File: src/pkcs7psc_pkg.sv
// Shared constants and types for the PKCS#7 pad strip and check core.
package pkcs7psc_pkg;

  localparam int BLOCK = 16;
  localparam int HOLD  = BLOCK - 1;
  localparam int CNT_W = $clog2(BLOCK);

  typedef enum logic [1:0] {
    S_RUN,
    S_DRAIN,
    S_STATUS
  } state_t;

  typedef struct packed {
    logic push;
    logic load_oldest;
    logic capture;
    logic load_drain;
    logic load_status;
  } ctl_cmd_t;

  typedef struct packed {
    logic out_free;
    logic full;
    logic end_ok;
    logic end_payload;
    logic drain_last;
  } dp_sts_t;

endpackage

File: src/pkcs7psc_dp.sv
// Datapath: hold-back shift line, pad check, drain pointer and output register.
module pkcs7psc_dp (
  input  logic                      clk,
  input  logic                      rst_n,
  input  pkcs7psc_pkg::ctl_cmd_t    cmd,
  output pkcs7psc_pkg::dp_sts_t     sts,
  input  logic [7:0]                data_byte,
  input  logic                      out_ready,
  output logic                      out_valid,
  output logic [7:0]                out_byte,
  output logic                      out_done,
  output logic [1:0]                out_flags
);

  logic [7:0]                     hist_r [pkcs7psc_pkg::HOLD];
  logic [pkcs7psc_pkg::CNT_W-1:0] count_r, count_nxt;
  logic [pkcs7psc_pkg::CNT_W-1:0] rd_idx_r, rd_idx_nxt;
  logic [pkcs7psc_pkg::CNT_W-1:0] stop_idx_r, stop_idx_nxt;
  logic                           ok_r, ok_nxt;
  logic                           out_valid_r, out_valid_nxt;
  logic [7:0]                     out_byte_r, out_byte_nxt;
  logic                           out_done_r, out_done_nxt;
  logic [1:0]                     out_flags_r, out_flags_nxt;

  logic [pkcs7psc_pkg::HOLD-1:0]  match;
  logic [7:0]                     n_len;
  logic [pkcs7psc_pkg::CNT_W-1:0] v_m1;
  logic                           range_ok;
  logic                           pad_ok;

  always_comb begin
    for (int i = 0; i < pkcs7psc_pkg::HOLD; i++) begin
      match[i] = (hist_r[i] == data_byte) || (8'(i + 1) >= data_byte);
    end
  end

  assign n_len    = 8'(count_r) + 8'd1;
  assign v_m1     = data_byte[pkcs7psc_pkg::CNT_W-1:0] - 1'b1;
  assign range_ok = (data_byte != 8'd0) && (data_byte <= 8'(pkcs7psc_pkg::BLOCK)) &&
                    (data_byte <= n_len);
  assign pad_ok   = range_ok && (&match);

  assign sts.out_free    = !out_valid_r || out_ready;
  assign sts.full        = (count_r == pkcs7psc_pkg::CNT_W'(pkcs7psc_pkg::HOLD));
  assign sts.end_ok      = pad_ok;
  assign sts.end_payload = (8'(count_r) >= data_byte);
  assign sts.drain_last  = (rd_idx_r == stop_idx_r);

  always_comb begin
    count_nxt     = count_r;
    rd_idx_nxt    = rd_idx_r;
    stop_idx_nxt  = stop_idx_r;
    ok_nxt        = ok_r;
    out_valid_nxt = out_valid_r && !out_ready;
    out_byte_nxt  = out_byte_r;
    out_done_nxt  = out_done_r;
    out_flags_nxt = out_flags_r;
    if (cmd.push && !sts.full) begin
      count_nxt = count_r + 1'b1;
    end
    if (cmd.load_oldest) begin
      out_valid_nxt = 1'b1;
      out_byte_nxt  = hist_r[pkcs7psc_pkg::HOLD-1];
      out_done_nxt  = 1'b0;
      out_flags_nxt = 2'b01;
    end
    if (cmd.capture) begin
      ok_nxt       = pad_ok;
      rd_idx_nxt   = count_r - 1'b1;
      stop_idx_nxt = v_m1;
      count_nxt    = '0;
    end
    if (cmd.load_drain) begin
      out_valid_nxt = 1'b1;
      out_byte_nxt  = hist_r[rd_idx_r];
      out_done_nxt  = 1'b0;
      out_flags_nxt = 2'b01;
      rd_idx_nxt    = rd_idx_r - 1'b1;
    end
    if (cmd.load_status) begin
      out_valid_nxt = 1'b1;
      out_byte_nxt  = 8'd0;
      out_done_nxt  = 1'b1;
      out_flags_nxt = {!ok_r, 1'b0};
    end
  end

  always_ff @(posedge clk) begin
    if (!rst_n) begin
      count_r     <= '0;
      out_valid_r <= 1'b0;
    end else begin
      count_r     <= count_nxt;
      out_valid_r <= out_valid_nxt;
    end
  end

  always_ff @(posedge clk) begin
    if (cmd.push) begin
      hist_r[0] <= data_byte;
      for (int i = 1; i < pkcs7psc_pkg::HOLD; i++) begin
        hist_r[i] <= hist_r[i-1];
      end
    end
    rd_idx_r    <= rd_idx_nxt;
    stop_idx_r  <= stop_idx_nxt;
    ok_r        <= ok_nxt;
    out_byte_r  <= out_byte_nxt;
    out_done_r  <= out_done_nxt;
    out_flags_r <= out_flags_nxt;
  end

  assign out_valid = out_valid_r;
  assign out_byte  = out_byte_r;
  assign out_done  = out_done_r;
  assign out_flags = out_flags_r;

`ifndef NO_ASSERTIONS
  a_load_when_free: assert property (@(posedge clk) disable iff (!rst_n)
    (cmd.load_oldest || cmd.load_drain || cmd.load_status) |-> sts.out_free)
    else $error("output register loaded while occupied");
  a_capture_clears: assert property (@(posedge clk) disable iff (!rst_n)
    cmd.capture |=> (count_r == '0))
    else $error("held count not cleared at message end");
  a_drain_only_ok: assert property (@(posedge clk) disable iff (!rst_n)
    cmd.load_drain |-> ok_r)
    else $error("payload drained after failed pad check");
  a_count_bound: assert property (@(posedge clk) disable iff (!rst_n)
    count_r <= pkcs7psc_pkg::CNT_W'(pkcs7psc_pkg::HOLD))
    else $error("held count beyond hold depth");
`endif

endmodule

File: src/pkcs7psc_ctrl.sv
// Controller: accepts transactions, sequences the drain and the status item.
module pkcs7psc_ctrl (
  input  logic                      clk,
  input  logic                      rst_n,
  input  logic                      in_valid,
  input  logic                      in_last,
  output logic                      in_ready,
  input  pkcs7psc_pkg::dp_sts_t     sts,
  output pkcs7psc_pkg::ctl_cmd_t    cmd
);

  pkcs7psc_pkg::state_t state_r, state_nxt;

  always_ff @(posedge clk) begin
    if (!rst_n) begin
      state_r <= pkcs7psc_pkg::S_RUN;
    end else begin
      state_r <= state_nxt;
    end
  end

  always_comb begin
    state_nxt = state_r;
    cmd       = '0;
    in_ready  = 1'b0;
    case (state_r)
      pkcs7psc_pkg::S_RUN: begin
        in_ready = sts.out_free;
        if (in_valid && sts.out_free) begin
          if (!in_last) begin
            cmd.push        = 1'b1;
            cmd.load_oldest = sts.full;
          end else begin
            cmd.capture = 1'b1;
            state_nxt   = (sts.end_ok && sts.end_payload) ? pkcs7psc_pkg::S_DRAIN
                                                          : pkcs7psc_pkg::S_STATUS;
          end
        end
      end
      pkcs7psc_pkg::S_DRAIN: begin
        if (sts.out_free) begin
          cmd.load_drain = 1'b1;
          if (sts.drain_last) begin
            state_nxt = pkcs7psc_pkg::S_STATUS;
          end
        end
      end
      pkcs7psc_pkg::S_STATUS: begin
        if (sts.out_free) begin
          cmd.load_status = 1'b1;
          state_nxt       = pkcs7psc_pkg::S_RUN;
        end
      end
      default: begin
        state_nxt = pkcs7psc_pkg::S_RUN;
      end
    endcase
  end

endmodule

File: src/pkcs7_pad_strip_check_core.sv
// A held byte appears on the output in the cycle after the transaction that ages it out.
// Throughput: one byte per cycle while the message streams and the output is
// free; the hold depth of BLOCK-1 bytes sets the burst at message end: n-v payload
// bytes on valid padding plus one status item, during which no input is taken.
// Reset: synchronous active-low rst_n clears the held count, controller state
// and output valid; held bytes are not cleared.
module pkcs7_pad_strip_check_core (
  input  logic       clk,
  input  logic       rst_n,
  input  logic       in_tvalid,
  output logic       in_tready,
  input  logic [7:0] in_tdata,   // [7:0] data_byte
  input  logic       in_tlast,
  output logic       out_tvalid,
  input  logic       out_tready,
  output logic [7:0] out_tdata,  // [7:0] out_byte
  output logic [1:0] out_tuser,  // [0] byte_present, [1] pad_status
  output logic       out_tlast
);

  pkcs7psc_pkg::ctl_cmd_t cmd;
  pkcs7psc_pkg::dp_sts_t  sts;

  pkcs7psc_ctrl u_ctrl (
    .clk      (clk),
    .rst_n    (rst_n),
    .in_valid (in_tvalid),
    .in_last  (in_tlast),
    .in_ready (in_tready),
    .sts      (sts),
    .cmd      (cmd)
  );

  pkcs7psc_dp u_dp (
    .clk       (clk),
    .rst_n     (rst_n),
    .cmd       (cmd),
    .sts       (sts),
    .data_byte (in_tdata),
    .out_ready (out_tready),
    .out_valid (out_tvalid),
    .out_byte  (out_tdata),
    .out_done  (out_tlast),
    .out_flags (out_tuser)
  );

endmodule
File: config.mk
export PLATFORM = sky130hd
export DESIGN_NAME = pkcs7_pad_strip_check_core
export DESIGN_NICKNAME = d
export VERILOG_FILES = /design/src/pkcs7psc_pkg.sv /design/src/pkcs7psc_dp.sv /design/src/pkcs7psc_ctrl.sv /design/src/pkcs7_pad_strip_check_core.sv
export SDC_FILE = /design/constraint.sdc
export NUM_CORES = 1
export LEC_CHECK = 0
export BUFFER_PORTS_ARGS = -buffer_cell sky130_fd_sc_hd__buf_2
export CAP_MARGIN = 20
export CORE_MARGIN = 2
export CORE_UTILIZATION = 43
export DETAILED_ROUTE_END_ITERATION = 6
export SLEW_MARGIN = 20
export SYNTH_ARGS = -nofsm -noshare
export SYNTH_HDL_FRONTEND = slang
export SYNTH_SLANG_ARGS = --single-unit
File: constraint.sdc
create_clock -name clk -period 9.5 [get_ports clk]
set_clock_uncertainty 0.1 [all_clocks]
set_input_delay 1.425 -clock clk [delete_from_list [all_inputs] [get_ports clk]]
set_output_delay 1.425 -clock clk [all_outputs]
set_load 0.05 [all_outputs]
==> metrics list <==
- The biggest area contributor in the post-synthesis netlist is sky130_fd_sc_hd__edfxtp_1.
- sky130_fd_sc_hd__edfxtp_1 is the most common cell in the netlist.
- Global-route usage over all layers: 19.7%
* Area growth from synthesis to final layout: 9.86%
* Setup TNS: 0 ns
- TritonCTS built the clock tree.
- Synthesized area divided by synthesized cell count: 13.5 um2
* Number of port buffers: 25
* Top cells by count, synth: 130 x sky130_fd_sc_hd__edfxtp_1, 80 x sky130_fd_sc_hd__xor2_1, 51 x sky130_fd_sc_hd__xnor2_1
- In this run the vertical extent of the chip is 139 um.
- After detailed routing, the total wire length is 18300 um.
- Of the total power, combinational logic draws 32.5%.
- Switching Share: 35.1%
- For the pin with the worst max-slew slack, the measured transition is 0.974 ns.
- Effective utilization at floorplan: 43.7%
* Arrival time worst endpoint: 2.17 ns
* Syn_nets: 606
- In this run, synthesis produced a sequential element count of 151.
- Commonest register cell after synthesis: sky130_fd_sc_hd__edfxtp_1
- Number of gates resized after CTS: 0
* Final hold vios: 0
- The first routing iteration left 573 violations.
- Top-area cell type share of the netlist area: 49.9%
- Pin count of the biggest net entering global routing: 92
* Num rows: 49
- STA classifies the critical path startpoint as an input port.
- Clock latency reported for the late side of the worst-skew pair: 0.43 ns
* Main combinational cell family by area after synthesis: XOR/XNOR gates
* Area of the core region: 17900 um2
- At the end of the flow, the number of nets in the layout was 621.
- Leakage power figure: 3.01 nW
- The synthesized netlist devotes 5.66% of its cell area to compound gates.
- Counting the buffers created by CTS gives 17.
* Die X: 139 um
- Cell types occupying the most area after synthesis: sky130_fd_sc_hd__edfxtp_1 50%, sky130_fd_sc_hd__xor2_1 9.0%, sky130_fd_sc_hd__mux4_2 7.8%
- Yosys mapped a number of flops with a built-in enable equal to 130.
- Multiplexer cells account for 10.8% of the synthesized area.
- RSZ-0062 raised after global routing: false
- Deepest level of the CTS H-tree: 4
- Ratio of cells with drive above 1 in the final layout: 14.9%
- In this run, post-CTS hold repair placed 0 buffers.
- Share of synthesized registers carrying an async set or reset: 0%
- Max-cap violations in this run came to 0.
- Detailed-route via count: 4745
- Once the clock tree was built, the setup fixing pass inserted 0 buffers.
* Average detailed-routed wire length per instance: 21.9 um
* Fraction of the mapped netlist area in simple logic gates: 8.24%
* Drt drc: 0
* GRT Residual Overflow: 0
- After clock tree synthesis, the clock-pin slew on the worst setup and hold paths is 0.05 ns.
* Antenna-violating nets left: 0
- The clock period could shrink to 3.69 ns.
* Maximum buffer depth of the clock tree: 2
* Global placer's final weighted congestion: 0.885
* Type of the worst min-delay path: flip-flop to flip-flop
- Total power density per cell area: 279 nW/um2
- Cell internal power was estimated by the tool at 1.55 mW.
- Along the worst path, the maximum fanout reaches 3.
- The first detailed-routing pass ran for 7 iterations.
- Timing would allow up to 271 MHz.
- Net Sw Power: 839 uW
- Pin placement for this block handled 26 I/O pins.
- Worst relative slew slack: 34.9%
- Warnings, synthesis: 0
* DP HPWL: 12500 um
- Wire length of the first global-routing pass: 28600 um
* Vias per inst: 5.69
* Antenna diodes: 0
- Vias in the first global route: 4808
* Xor/xnor cell area share of the yosys netlist: 14.7%
* Num Clock Sinks: 151
- Master cell of the clock root buffer: sky130_fd_sc_hd__clkbuf_16
- Setup violations remaining at the end of the flow were counted as 0.
* Adder and majority cell fraction of the synthesized area: 2.24%
* CP endpoint kind: primary output
- Worst Path Class, Setup: input port to primary output
- The number of pins with negative max-slew slack in the final report was 0.
- Sequential fraction of design power: 41.9%
- Maximum resistive drop on vdd: 0.224 mV
* Die ar.: 19300 um2
* Total power of the final layout: 2.39 mW
* Run status: completed
- Initial antenna violation count: 0
- Portion of the clock cycle consumed by the worst path in the final layout: 38.9%
* Instance count of the mapped netlist: 579
* Required time of the critical path: 7.98 ns
- Combined area of all synthesized cells: 7820 um2
- Share of total power in the clock network: 25.6%
* Number of distinct library cells after synthesis: 48
- Sequential cells were found to cover 55.3% of the synthesized design area.
## state kept, by name, indices dropped and copies added, names as in the netlist, named ones only
register	flops
u_dp.count_r	4
u_dp.out_flags	2
u_dp.ok_r	1
u_dp.out_valid	1
u_dp.stop_idx_r	4
u_dp.out_done	1
u_dp.out_byte	8
u_dp.hist_r	120
u_dp.rd_idx_r	4
u_ctrl.state_r	2
## cells by family (layout without fill, tap and decap cells)
logic type / Yosys count / after routing
and+or+nand+nor: 119 / 119
xor gates and xnor gates: 131 / 131
buffers and inverters: 44 / 70
DFF: 151 / 151
AOI/OAI and AO/OA: 70 / 70
adders and majority gates: 14 / 14
muxes: 50 / 50
## path summary, 6_finish.rpt
kind	end	depth (start not counted)	start	slack, ns
setup / recovery	in_tready	4	out_tready	5.81
hold / removal	u_dp.out_done	2	u_dp.out_done	0.35
hold reg to reg	u_dp.out_done	2	u_dp.out_done	0.35
setup reg to reg	u_dp.hist_r[6][4]	5	u_dp.out_valid	6.56
## metal layers
metal  share of wire [%]  GRT usage (%)  vias up
met5                   0              0        -
met4                 1.9           6.65        0
met3                 4.6           4.56       27
met2                  46           29.5      135
met1                  47           28.5     2384
li1                    -              -     2199
## critical path, stage by stage
cell	delay, ns
sky130_fd_sc_hd__buf_2	0.08
sky130_fd_sc_hd__nor2b_1	0.06
sky130_fd_sc_hd__nor3_1	0.26
sky130_fd_sc_hd__buf_2	0.33
## power by group through the flow
stage | clock network (mW) | logic [mW] | registers [mW]
floorplan | 0 | 0.531 | 1.07
global placement | 0 | 0.768 | 1.01
detailed placement | 0 | 0.781 | 1.02
CTS | 0.621 | 0.783 | 1.00
global route | 0.648 | 0.845 | 1.02
finish | 0.612 | 0.778 | 1.00
## area by class of cell
class / instances / area, um2
tap: 229 / 287
clock buffer: 19 / 433
fill: 1603 / 9310
clock inverter: 11 / 86.3
timing repair buffer: 29 / 159
multi-input combinational: 384 / 3260
inverter: 11 / 41.3
sequential: 151 / 4330
## layout by cell type, fill, tap and decap left out, types with 6 or more instances in the layout
cell type and count:
sky130_fd_sc_hd__xor2_1 80, sky130_fd_sc_hd__mux4_2 27, sky130_fd_sc_hd__xnor2_1 51, sky130_fd_sc_hd__inv_1 10, sky130_fd_sc_hd__o21ai_1 10, sky130_fd_sc_hd__nand2_1 23
sky130_fd_sc_hd__nor2b_1 10, sky130_fd_sc_hd__nor3_1 6, sky130_fd_sc_hd__o21ai_0 7, sky130_fd_sc_hd__o211ai_1 7, sky130_fd_sc_hd__a211oi_1 15, sky130_fd_sc_hd__buf_2 25
sky130_fd_sc_hd__edfxtp_1 130, sky130_fd_sc_hd__nand3_1 11, sky130_fd_sc_hd__mux2i_1 20, sky130_fd_sc_hd__a21oi_1 18, sky130_fd_sc_hd__nor4_1 19, sky130_fd_sc_hd__nor2_1 22
sky130_fd_sc_hd__clkbuf_16 17, sky130_fd_sc_hd__nand4_1 14, sky130_fd_sc_hd__dfxtp_1 20, sky130_fd_sc_hd__ha_1 14
## metrics by stage
step                      std cells  area (um2)  hold WS (ns)  utilization, %  worst slack (ns)
after floorplan                 579        7820         0.365               -             0.257
after global placement          804        8070         0.338            45.1              5.28
after detailed placement        804        8070         0.347            45.1              5.18
after CTS                       834        8590         0.356            48.0              5.61
after global routing            834        8590         0.373            48.0              5.67
final                           834        8590         0.351            48.0              5.81
No activity file was read; power rests on OpenSTA's default activity.
